<file path="config.mk">
export PLATFORM = sky130hd
export DESIGN_NAME = annexb_nal_splitter_flat
export DESIGN_NICKNAME = d
export VERILOG_FILES = /design/src/sv/anx_pkg.sv /design/src/sv/anx_if.sv /design/src/sv/anx_scan.sv /design/src/sv/anx_skid.sv /design/src/sv/annexb_nal_splitter.sv /design/src/flat_wrapper.sv
export SDC_FILE = /design/constraint.sdc
export NUM_CORES = 1
export LEC_CHECK = 0
export BUFFER_PORTS_ARGS = -buffer_cell sky130_fd_sc_hd__buf_4
export CAP_MARGIN = 25
export CORE_MARGIN = 8
export CORE_UTILIZATION = 55
export DETAILED_ROUTE_END_ITERATION = 16
export HOLD_SLACK_MARGIN = 0.02
export PLACE_DENSITY = 0.74
export SYNTH_ARGS = -nofsm -noshare
export SYNTH_HDL_FRONTEND = slang
export SYNTH_SLANG_ARGS = --single-unit
</file>
<file path="constraint.sdc">
create_clock -name clk -period 15.46 [get_ports clk]
set_input_delay 0.773 -clock clk [delete_from_list [all_inputs] [get_ports clk]]
set_output_delay 0.773 -clock clk [all_outputs]
set_load 0.01 [all_outputs]
</file>
<file path="src/sv/anx_pkg.sv">
// Package for the Annex B NAL splitter: buffer limits, field widths,
// byte codes and the descriptor type. No dependencies.
`default_nettype none

package anx_pkg;

  // Largest buffer tracked; the position counter saturates here
  localparam int MAX_BUFFER_BYTES = 1048576;

  localparam int POS_W    = $clog2(MAX_BUFFER_BYTES + 1);
  localparam int IDX_W    = $clog2(MAX_BUFFER_BYTES);
  localparam int OFFSET_W = IDX_W;
  localparam int LENGTH_W = POS_W;
  localparam int PATCH_W  = 19;
  localparam int BYTE_W   = 8;
  localparam int AVC_W    = 5;
  localparam int HEVC_W   = 6;
  localparam int ZRUN_W   = 2;

  localparam logic [POS_W-1:0]   POS_MAX     = POS_W'(MAX_BUFFER_BYTES);
  localparam logic [IDX_W-1:0]   IDX_LAST    = IDX_W'(MAX_BUFFER_BYTES - 1);
  localparam logic [PATCH_W-1:0] PATCH_LIMIT = {PATCH_W{1'b1}};

  // Byte codes
  localparam logic [BYTE_W-1:0] BYTE_ZERO    = 8'h00;
  localparam logic [BYTE_W-1:0] BYTE_ONE     = 8'h01;
  localparam logic [BYTE_W-1:0] HEVC_TRAIL_R = 8'h02;
  localparam logic [BYTE_W-1:0] LAYER_MASK   = 8'hF8;

  // Zero-run and header-count saturation point
  localparam logic [ZRUN_W-1:0] RUN_SAT = 2'd2;

  typedef struct packed {
    logic                nal_valid;
    logic [OFFSET_W-1:0] nal_offset;
    logic [LENGTH_W-1:0] nal_length;
    logic [AVC_W-1:0]    avc_type;
    logic [HEVC_W-1:0]   hevc_type;
    logic                rewrite_to_trail_n;
    logic [PATCH_W-1:0]  patch_count;
    logic                end_of_buffer;
  } desc_t;

endpackage

`default_nettype wire

</file>
<file path="src/sv/anx_if.sv">
// Channel interfaces for the Annex B NAL splitter: byte input and
// descriptor output, valid/ready. Depends on anx_pkg.
`default_nettype none

interface anx_in_if;
  import anx_pkg::*;
  logic              valid;
  logic              ready;
  logic [BYTE_W-1:0] byte_in;
  logic              last_byte;

  modport source (output valid, output byte_in, output last_byte, input ready);
  modport sink   (input valid, input byte_in, input last_byte, output ready);
endinterface

interface anx_out_if;
  import anx_pkg::*;
  logic                valid;
  logic                ready;
  logic                nal_valid;
  logic [OFFSET_W-1:0] nal_offset;
  logic [LENGTH_W-1:0] nal_length;
  logic [AVC_W-1:0]    avc_type;
  logic [HEVC_W-1:0]   hevc_type;
  logic                rewrite_to_trail_n;
  logic [PATCH_W-1:0]  patch_count;
  logic                end_of_buffer;

  modport source (
    output valid, output nal_valid, output nal_offset, output nal_length,
    output avc_type, output hevc_type, output rewrite_to_trail_n,
    output patch_count, output end_of_buffer, input ready
  );
  modport sink (
    input valid, input nal_valid, input nal_offset, input nal_length,
    input avc_type, input hevc_type, input rewrite_to_trail_n,
    input patch_count, input end_of_buffer, output ready
  );
endinterface

`default_nettype wire

</file>
<file path="src/sv/anx_scan.sv">
// Byte scanner: start-code detection, payload tracking and descriptor
// build for one accepted beat. Depends on anx_pkg.
`default_nettype none

module anx_scan (
  input  wire logic                       clk,
  input  wire logic                       rst_n,
  input  wire logic                       beat_fire,
  input  wire logic [anx_pkg::BYTE_W-1:0] beat_byte,
  input  wire logic                       beat_last,
  output logic                            desc_valid,
  output anx_pkg::desc_t                  desc
);
  import anx_pkg::*;

  logic [POS_W-1:0]   pos_r,        pos_nxt;
  logic               in_payload_r, in_payload_nxt;
  logic [ZRUN_W-1:0]  zrun_r,       zrun_nxt;
  logic [IDX_W-1:0]   start_r,      start_nxt;
  logic [POS_W-1:0]   nz_end_r,     nz_end_nxt;
  logic [BYTE_W-1:0]  head0_r,      head0_nxt;
  logic [BYTE_W-1:0]  head1_r,      head1_nxt;
  logic [ZRUN_W-1:0]  hcount_r,     hcount_nxt;
  logic [PATCH_W-1:0] total_r,      total_nxt;

  logic [IDX_W-1:0]    idx;
  logic [POS_W-1:0]    idx_p1;
  logic [IDX_W-1:0]    delim_start;
  logic                is_delim;
  logic [ZRUN_W-1:0]   zrun_upd;
  logic [POS_W-1:0]   nz_upd;
  logic [BYTE_W-1:0]   head0_upd, head1_upd;
  logic [ZRUN_W-1:0]   hcount_upd;
  logic [POS_W-1:0]    d_nz;
  logic [BYTE_W-1:0]   d_b0, d_b1;
  logic [POS_W-1:0]    start_ext;
  logic                has_len;
  logic [LENGTH_W-1:0] len;
  logic                flag;
  logic [PATCH_W-1:0]  total_upd;

  // Byte index, clamped once the counter has saturated
  assign idx         = (pos_r == POS_MAX) ? IDX_LAST : pos_r[IDX_W-1:0];
  assign idx_p1      = POS_W'(idx) + POS_W'(1);
  assign delim_start = (idx == IDX_LAST) ? IDX_LAST : idx + IDX_W'(1);
  assign is_delim    = (beat_byte == BYTE_ONE) && (zrun_r == RUN_SAT);

  // Ordinary byte: zero run, header capture, last non-zero end
  always_comb begin
    zrun_upd   = zrun_r;
    nz_upd     = nz_end_r;
    head0_upd  = head0_r;
    head1_upd  = head1_r;
    hcount_upd = hcount_r;
    if (beat_byte == BYTE_ZERO) begin
      if (zrun_r != RUN_SAT) zrun_upd = zrun_r + ZRUN_W'(1);
    end else begin
      zrun_upd = '0;
    end
    if (in_payload_r) begin
      if (hcount_r != RUN_SAT) begin
        if (hcount_r[0]) head1_upd = beat_byte;
        else             head0_upd = beat_byte;
        hcount_upd = hcount_r + ZRUN_W'(1);
      end
      if (beat_byte != BYTE_ZERO) nz_upd = idx_p1;
    end
  end

  // Descriptor of the payload being closed
  assign d_nz      = is_delim ? nz_end_r : nz_upd;
  assign d_b0      = is_delim ? head0_r  : head0_upd;
  assign d_b1      = is_delim ? head1_r  : head1_upd;
  assign start_ext = POS_W'(start_r);
  assign has_len   = in_payload_r && (d_nz > start_ext);
  assign len       = has_len ? LENGTH_W'(d_nz - start_ext) : '0;
  assign flag      = has_len && (len > LENGTH_W'(1)) && (d_b0 == HEVC_TRAIL_R)
                     && ((d_b1 & LAYER_MASK) == BYTE_ZERO);
  assign total_upd = (flag && (total_r != PATCH_LIMIT)) ? total_r + PATCH_W'(1)
                                                        : total_r;

  assign desc_valid = beat_fire && ((is_delim && has_len) || beat_last);

  always_comb begin
    desc.nal_valid          = has_len;
    desc.nal_offset         = has_len ? start_r : '0;
    desc.nal_length         = len;
    desc.avc_type           = has_len ? d_b0[AVC_W-1:0] : '0;
    desc.hevc_type          = has_len ? d_b0[HEVC_W:1] : '0;
    desc.rewrite_to_trail_n = flag;
    desc.patch_count        = total_upd;
    desc.end_of_buffer      = beat_last;
  end

  // Next state for an accepted beat
  always_comb begin
    pos_nxt        = pos_r;
    in_payload_nxt = in_payload_r;
    zrun_nxt       = zrun_r;
    start_nxt      = start_r;
    nz_end_nxt     = nz_end_r;
    head0_nxt      = head0_r;
    head1_nxt      = head1_r;
    hcount_nxt     = hcount_r;
    total_nxt      = total_r;
    if (beat_fire) begin
      if (beat_last) begin
        pos_nxt        = '0;
        in_payload_nxt = 1'b0;
        zrun_nxt       = '0;
        start_nxt      = '0;
        nz_end_nxt     = '0;
        head0_nxt      = '0;
        head1_nxt      = '0;
        hcount_nxt     = '0;
        total_nxt      = '0;
      end else begin
        if (pos_r != POS_MAX) pos_nxt = pos_r + POS_W'(1);
        if (is_delim) begin
          // count only moves when a payload is actually closed
          total_nxt      = total_upd;
          in_payload_nxt = 1'b1;
          start_nxt      = delim_start;
          nz_end_nxt     = POS_W'(delim_start);
          head0_nxt      = '0;
          head1_nxt      = '0;
          hcount_nxt     = '0;
          zrun_nxt       = '0;
        end else begin
          zrun_nxt   = zrun_upd;
          nz_end_nxt = nz_upd;
          head0_nxt  = head0_upd;
          head1_nxt  = head1_upd;
          hcount_nxt = hcount_upd;
        end
      end
    end
  end

  always_ff @(posedge clk) begin
    if (!rst_n) begin
      pos_r        <= '0;
      in_payload_r <= 1'b0;
      zrun_r       <= '0;
      start_r      <= '0;
      nz_end_r     <= '0;
      head0_r      <= '0;
      head1_r      <= '0;
      hcount_r     <= '0;
      total_r      <= '0;
    end else begin
      pos_r        <= pos_nxt;
      in_payload_r <= in_payload_nxt;
      zrun_r       <= zrun_nxt;
      start_r      <= start_nxt;
      nz_end_r     <= nz_end_nxt;
      head0_r      <= head0_nxt;
      head1_r      <= head1_nxt;
      hcount_r     <= hcount_nxt;
      total_r      <= total_nxt;
    end
  end

endmodule

`default_nettype wire

</file>
<file path="src/sv/anx_skid.sv">
// Descriptor output register with a skid stage, so the upstream ready is
// a plain register. Depends on anx_pkg.
`default_nettype none

module anx_skid (
  input  wire logic            clk,
  input  wire logic            rst_n,
  input  wire logic            up_valid,
  input  wire anx_pkg::desc_t  up_data,
  output logic                 up_ready,
  output logic                 down_valid,
  output anx_pkg::desc_t       down_data,
  input  wire logic            down_ready
);
  import anx_pkg::*;

  logic  main_v_r, main_v_nxt;
  logic  skid_v_r, skid_v_nxt;
  desc_t main_d_r, main_d_nxt;
  desc_t skid_d_r, skid_d_nxt;
  logic  push, pop;

  assign up_ready   = !skid_v_r;
  assign down_valid = main_v_r;
  assign down_data  = main_d_r;
  assign push       = up_valid && up_ready;
  assign pop        = main_v_r && down_ready;

  // Main register refills from the skid first, then from upstream
  always_comb begin
    main_v_nxt = main_v_r;
    main_d_nxt = main_d_r;
    skid_v_nxt = skid_v_r;
    skid_d_nxt = skid_d_r;
    if (skid_v_r) begin
      if (pop) begin
        main_d_nxt = skid_d_r;
        skid_v_nxt = 1'b0;
      end
    end else if (push) begin
      if (!main_v_r || pop) begin
        main_v_nxt = 1'b1;
        main_d_nxt = up_data;
      end else begin
        skid_v_nxt = 1'b1;
        skid_d_nxt = up_data;
      end
    end else if (pop) begin
      main_v_nxt = 1'b0;
    end
  end

  always_ff @(posedge clk) begin
    if (!rst_n) begin
      main_v_r <= 1'b0;
      skid_v_r <= 1'b0;
    end else begin
      main_v_r <= main_v_nxt;
      skid_v_r <= skid_v_nxt;
    end
  end

  always_ff @(posedge clk) begin
    main_d_r <= main_d_nxt;
    skid_d_r <= skid_d_nxt;
  end

endmodule

`default_nettype wire

</file>
<file path="src/sv/annexb_nal_splitter.sv">
// Annex B NAL unit splitter, top level.
//
// in_chan takes one buffer byte per beat, with last_byte on the final byte.
// Each 00 00 01 opens a payload; when the next start code's 01 byte or the
// last byte closes a non-empty payload, one descriptor beat leaves on
// out_chan (offset, trimmed length, AVC/HEVC types, TRAIL_R->TRAIL_N flag,
// running patch count). The last byte always gives a beat with
// end_of_buffer set, bare if no payload closes there, and clears all state.
// Throughput: one byte per cycle while in_chan.ready stays high; the scanner
// state updates in the same cycle the byte is taken.
// A descriptor is built combinationally from the accepted byte and lands in
// the output register, or in the skid stage while that register is held.
// Stall: the output register has a one-entry skid stage behind it, so bytes
// keep flowing while one descriptor waits; in_chan.ready drops only once
// both are full, and rises again the cycle after out_chan takes a beat.
// Reset (rst_n low, synchronous) empties the output and returns the scanner
// to its start state, with no start code seen. No clearing pass.
// Depends on anx_pkg, anx_if, anx_scan and anx_skid.
`default_nettype none

module annexb_nal_splitter (
  input  wire logic  clk,
  input  wire logic  rst_n,
  anx_in_if.sink     in_chan,
  anx_out_if.source  out_chan
);
  import anx_pkg::*;

  logic  fire;
  logic  desc_valid;
  desc_t desc;
  desc_t out_desc;

  assign fire = in_chan.valid && in_chan.ready;

  anx_scan u_scan (
    .clk        (clk),
    .rst_n      (rst_n),
    .beat_fire  (fire),
    .beat_byte  (in_chan.byte_in),
    .beat_last  (in_chan.last_byte),
    .desc_valid (desc_valid),
    .desc       (desc)
  );

  anx_skid u_skid (
    .clk        (clk),
    .rst_n      (rst_n),
    .up_valid   (desc_valid),
    .up_data    (desc),
    .up_ready   (in_chan.ready),
    .down_valid (out_chan.valid),
    .down_data  (out_desc),
    .down_ready (out_chan.ready)
  );

  // Unpack the descriptor onto the channel
  assign out_chan.nal_valid          = out_desc.nal_valid;
  assign out_chan.nal_offset         = out_desc.nal_offset;
  assign out_chan.nal_length         = out_desc.nal_length;
  assign out_chan.avc_type           = out_desc.avc_type;
  assign out_chan.hevc_type          = out_desc.hevc_type;
  assign out_chan.rewrite_to_trail_n = out_desc.rewrite_to_trail_n;
  assign out_chan.patch_count        = out_desc.patch_count;
  assign out_chan.end_of_buffer      = out_desc.end_of_buffer;

endmodule

`default_nettype wire

</file>
<file path="src/flat_wrapper.sv">
// flat-port wrapper written by rule: the top's interface ports become plain ports
module annexb_nal_splitter_flat import anx_pkg::*;
  (clk, rst_n, in_chan_valid, in_chan_byte_in, in_chan_last_byte, in_chan_ready, out_chan_valid, out_chan_nal_valid, out_chan_nal_offset, out_chan_nal_length, out_chan_avc_type, out_chan_hevc_type, out_chan_rewrite_to_trail_n, out_chan_patch_count, out_chan_end_of_buffer, out_chan_ready);
  anx_in_if in_chan_i ();
  anx_out_if out_chan_i ();
  input  wire logic clk;
  input  wire logic rst_n;
  input wire logic [$bits(in_chan_i.valid)-1:0] in_chan_valid;
  input wire logic [$bits(in_chan_i.byte_in)-1:0] in_chan_byte_in;
  input wire logic [$bits(in_chan_i.last_byte)-1:0] in_chan_last_byte;
  output wire logic [$bits(in_chan_i.ready)-1:0] in_chan_ready;
  output wire logic [$bits(out_chan_i.valid)-1:0] out_chan_valid;
  output wire logic [$bits(out_chan_i.nal_valid)-1:0] out_chan_nal_valid;
  output wire logic [$bits(out_chan_i.nal_offset)-1:0] out_chan_nal_offset;
  output wire logic [$bits(out_chan_i.nal_length)-1:0] out_chan_nal_length;
  output wire logic [$bits(out_chan_i.avc_type)-1:0] out_chan_avc_type;
  output wire logic [$bits(out_chan_i.hevc_type)-1:0] out_chan_hevc_type;
  output wire logic [$bits(out_chan_i.rewrite_to_trail_n)-1:0] out_chan_rewrite_to_trail_n;
  output wire logic [$bits(out_chan_i.patch_count)-1:0] out_chan_patch_count;
  output wire logic [$bits(out_chan_i.end_of_buffer)-1:0] out_chan_end_of_buffer;
  input wire logic [$bits(out_chan_i.ready)-1:0] out_chan_ready;
  assign in_chan_i.valid = in_chan_valid;
  assign in_chan_i.byte_in = in_chan_byte_in;
  assign in_chan_i.last_byte = in_chan_last_byte;
  assign in_chan_ready = in_chan_i.ready;
  assign out_chan_valid = out_chan_i.valid;
  assign out_chan_nal_valid = out_chan_i.nal_valid;
  assign out_chan_nal_offset = out_chan_i.nal_offset;
  assign out_chan_nal_length = out_chan_i.nal_length;
  assign out_chan_avc_type = out_chan_i.avc_type;
  assign out_chan_hevc_type = out_chan_i.hevc_type;
  assign out_chan_rewrite_to_trail_n = out_chan_i.rewrite_to_trail_n;
  assign out_chan_patch_count = out_chan_i.patch_count;
  assign out_chan_end_of_buffer = out_chan_i.end_of_buffer;
  assign out_chan_i.ready = out_chan_ready;
  annexb_nal_splitter u_core (.clk(clk), .rst_n(rst_n), .in_chan(in_chan_i), .out_chan(out_chan_i));
endmodule
</file>
==> impl_results.md <==
* Status: completed
* Sequential fraction of the synthesis area at about half
* Reg clk slew, reported paths at 0.06 ns
* Asr flop ratio synth at 0%
* # setup viols final at 0
* Dpl ws at 8.63 ns
* Max Fanout on Critical Path at 19
* CTS tree: yes
* Top FF cell, synth: edfxtp_1
* FILL cells at 1,878
* Syn Std Cell Area at 12,500 um2
* Syn-to-layout area delta at 12.7%
* Slew Limit Fails at 0
* Layout cell share with drive strength beyond 1 at 13.9%
* Max-cap violations at 0
* Hold Path Class: reg -> reg
* CP Capture Type: flop
* Drt pass-1 iters at 5
* Antenna-violating nets left at 0
* Slew HR at a little over a quarter
* I/O Pins at 89
* H-tree Lvls at 1
* Final WL at 30,100 um
* Post-Synthesis Cells at 1,319
* Yosys warns at 0
* CTS max path bufs at 3
* Synth top cells by count: 159 x nand2_1, 140 x edfxtp_1, 105 x nor2_1
* Finished Layout Cells at roughly 1,700
* Iter 0 DRT Violations at roughly 770
* Final hold vios at 0
* LEAKAGE at 5.22 nW
* Post-synth EDFFs at 140
* Req. time, crit path at about 16 ns
* Post-synth top area cell: edfxtp_1
* Avg WL per Cell at 18.1 um
* Core area at between 20,000 and 25,000 um2
* FP Rows at 55
* Crit path launch type: flop
* Layout Utilization at a little over three fifths
* Final Cycle Share at 45.3%
* DIE HEIGHT at 167 um
* Maximum number of pins on one net before global-route repair at 103
* Vias at 9,944
* Final hold slack at 0.467 ns
* Actual slew at the worst max-slew pin at about 1.1 ns
* Final Critical Period at around 7 ns
* Post-DP HPWL at 21,000 um
* Skew-Pair Late Insertion Delay at about 0.53 ns
* Power per cell area at 91.8 nW/um2
* Count of input and output buffers at 88
* Cell variety after synth at 66
* Grt total ovfl at 0
* Syn_nets at 1,359
* Die area at 27,800 um2
* Placed cell area at 13,300 um2
* Top-count cell post-synth: nand2_1
* # Post-CTS Setup Buffers at 0
* Top post-synthesis cells by area: edfxtp_1 34%, dfxtp_1 16%, nand2_1 4.8%
* CTS resizes at 0
* Mapped Avg Cell Area at roughly 9.5 um2
* Hold-fix buffers, CTS at 0
* Synthesis-stage register bit count at between 200 and 250
* Max Freq at between 0.1 and 0.15 GHz
* Crit path kind: reg -> reg
* Residual DRC at 0
* Sink Count at 241
* VDD IR max at 85.5 uV
* Final Skew at 0.0121 ns
* Total track usage at 21.0%
* Starting Density at 55.6%
* Chip Width at 167 um
* Synth top area share at about a third
* Final weighted congestion in routability-driven placement at around 0.9
* First-pass GRT wire length at ~50,000 um
* Final Power at 1.29 mW
* Clock root cell: clkbuf_16
* Vias in the first global route at about 9,200
* Worst setup margin at 8.45 ns
* Multi-input logic area at 5750 um2
* DR vias/cell at between 5 and 6
* Arr. time, crit path at roughly 7.3 ns
* Final instance area at 14,100 um2
* Final TNS setup at 0 ns
* Nets at around 1,400
* Ant. Diodes at 0
* Inst Count DP at between 1,500 and 2,000
* Register area at approximately 6200 um2
* RSZ-0062 raised after global routing: no
* Clock buffer count from CTS at 25
* Initial antenna violation count at 0
==> sequential cells by signal (all words and copies together), names as in the netlist <==
| signal | flops |
|---|---|
| u_core.u_scan.zrun_r | 2 |
| u_core.u_skid.down_data | 70 |
| u_core.u_scan.head1_r | 5 |
| u_core.u_scan.in_payload_r | 1 |
| u_core.u_skid.down_valid | 1 |
| u_core.u_scan.hcount_r | 2 |
| u_core.u_scan.total_r | 19 |
| u_core.u_skid.skid_d_r | 70 |
| u_core.u_scan.pos_r | 21 |
| u_core.u_skid.skid_v_r | 1 |
| u_core.u_scan.head0_r | 8 |
| u_core.u_scan.start_r | 20 |
| u_core.u_scan.nz_end_r | 21 |
==> cell usage in the layout (no fill, tap or decap), types with 17 or more instances in the layout <==
| master | synthesis | layout |
|---|---|---|
| a21oi_1 | 104 | 104 |
| a31oi_1 | 19 | 19 |
| and2_1 | 19 | 19 |
| buf_4 | 4 | 101 |
| clkbuf_16 | 0 | 25 |
| dfxtp_1 | 101 | 100 |
| edfxtp_1 | 140 | 140 |
| ha_1 | 26 | 26 |
| inv_1 | 44 | 44 |
| nand2_1 | 159 | 159 |
| nand3_1 | 45 | 45 |
| nor2_1 | 105 | 104 |
| nor2b_1 | 39 | 39 |
| nor3_1 | 20 | 19 |
| o21ai_0 | 73 | 72 |
| o31ai_1 | 44 | 44 |
| or3_1 | 18 | 18 |
| xnor2_1 | 20 | 20 |
| xor2_1 | 17 | 17 |
==> metal layers <==
| metal | part of all wire (%) | track usage [%] | vias to the layer above | wire [um] |
|---|---|---|---|---|
| met5 | 0 | 0 | - | 0 |
| li1 | - | - | 4892 | - |
| met4 | 2.2 | 5.41 | 0 | 651 |
| met1 | 46 | 29.3 | 4735 | 13900 |
| met3 | 5.7 | 3.33 | 44 | 1700 |
| met2 | 46 | 33.7 | 273 | 13800 |
==> cell families (layout without fill, tap and decap cells) <==
logic type / Yosys count / in the layout / share of synthesized area, %
multiplexers: 30 / 30 / 2.57
AO/OA/AOI/OAI: 359 / 359 / 18.7
adder cells (fa/ha/maj): 27 / 27 / 2.77
AND/OR/NAND/NOR: 492 / 492 / 19.2
XOR/XNOR: 37 / 37 / 2.60
flip-flops: 241 / 241 / 49.9
buffers and inverters: 133 / 192 / 4.33
==> where the power goes <==
group / internal [mW] / switching [mW]
clock network: 0.326 / 0.248
logic: 0.0134 / 0.0238
registers: 0.679 / 0.00198
==> worst paths after layout <==
kind                                          startpoint                           to  slack [ns]  cells after the start
worst max register to register    u_core.u_scan.pos_r[0]  u_core.u_skid.down_data[19]        8.45                     21
worst min register to register  u_core.u_scan.start_r[8]     u_core.u_scan.start_r[8]        0.47                      2
worst min-delay path            u_core.u_scan.start_r[8]     u_core.u_scan.start_r[8]        0.47                      2
worst max-delay path              u_core.u_scan.pos_r[0]  u_core.u_skid.down_data[19]        8.45                     21
==> worst max-delay path, cell delays in order (launching register included) <==
cell and delay, ns:
dfxtp_1 0.36, inv_1 0.11, ha_1 0.15, nor4b_1 0.20, nand3_1 0.15, nor2_1 0.55
nor2_1 0.16, inv_1 0.11, ha_1 0.50, inv_1 0.22, xnor2_1 0.35, o21ai_0 0.16
ha_1 0.38, a21oi_1 0.31, a21o_1 0.19, a21oi_1 0.08, o31ai_1 0.51, o211ai_1 0.18
a2111oi_0 0.94, a31oi_1 0.53, a41o_1 0.36, mux2_2 0.26
==> cell type report <==
class | instances | area share, %
sequential | 241 | 44.3
multi-input combinational | 945 | 40.9
timing repair buffer | 102 | 5.58
clock buffer | 33 | 4.80
tap | 285 | 2.53
inverter | 44 | 1.17
clock inverter | 13 | 0.747
Power figures use the tool's default switching activity.
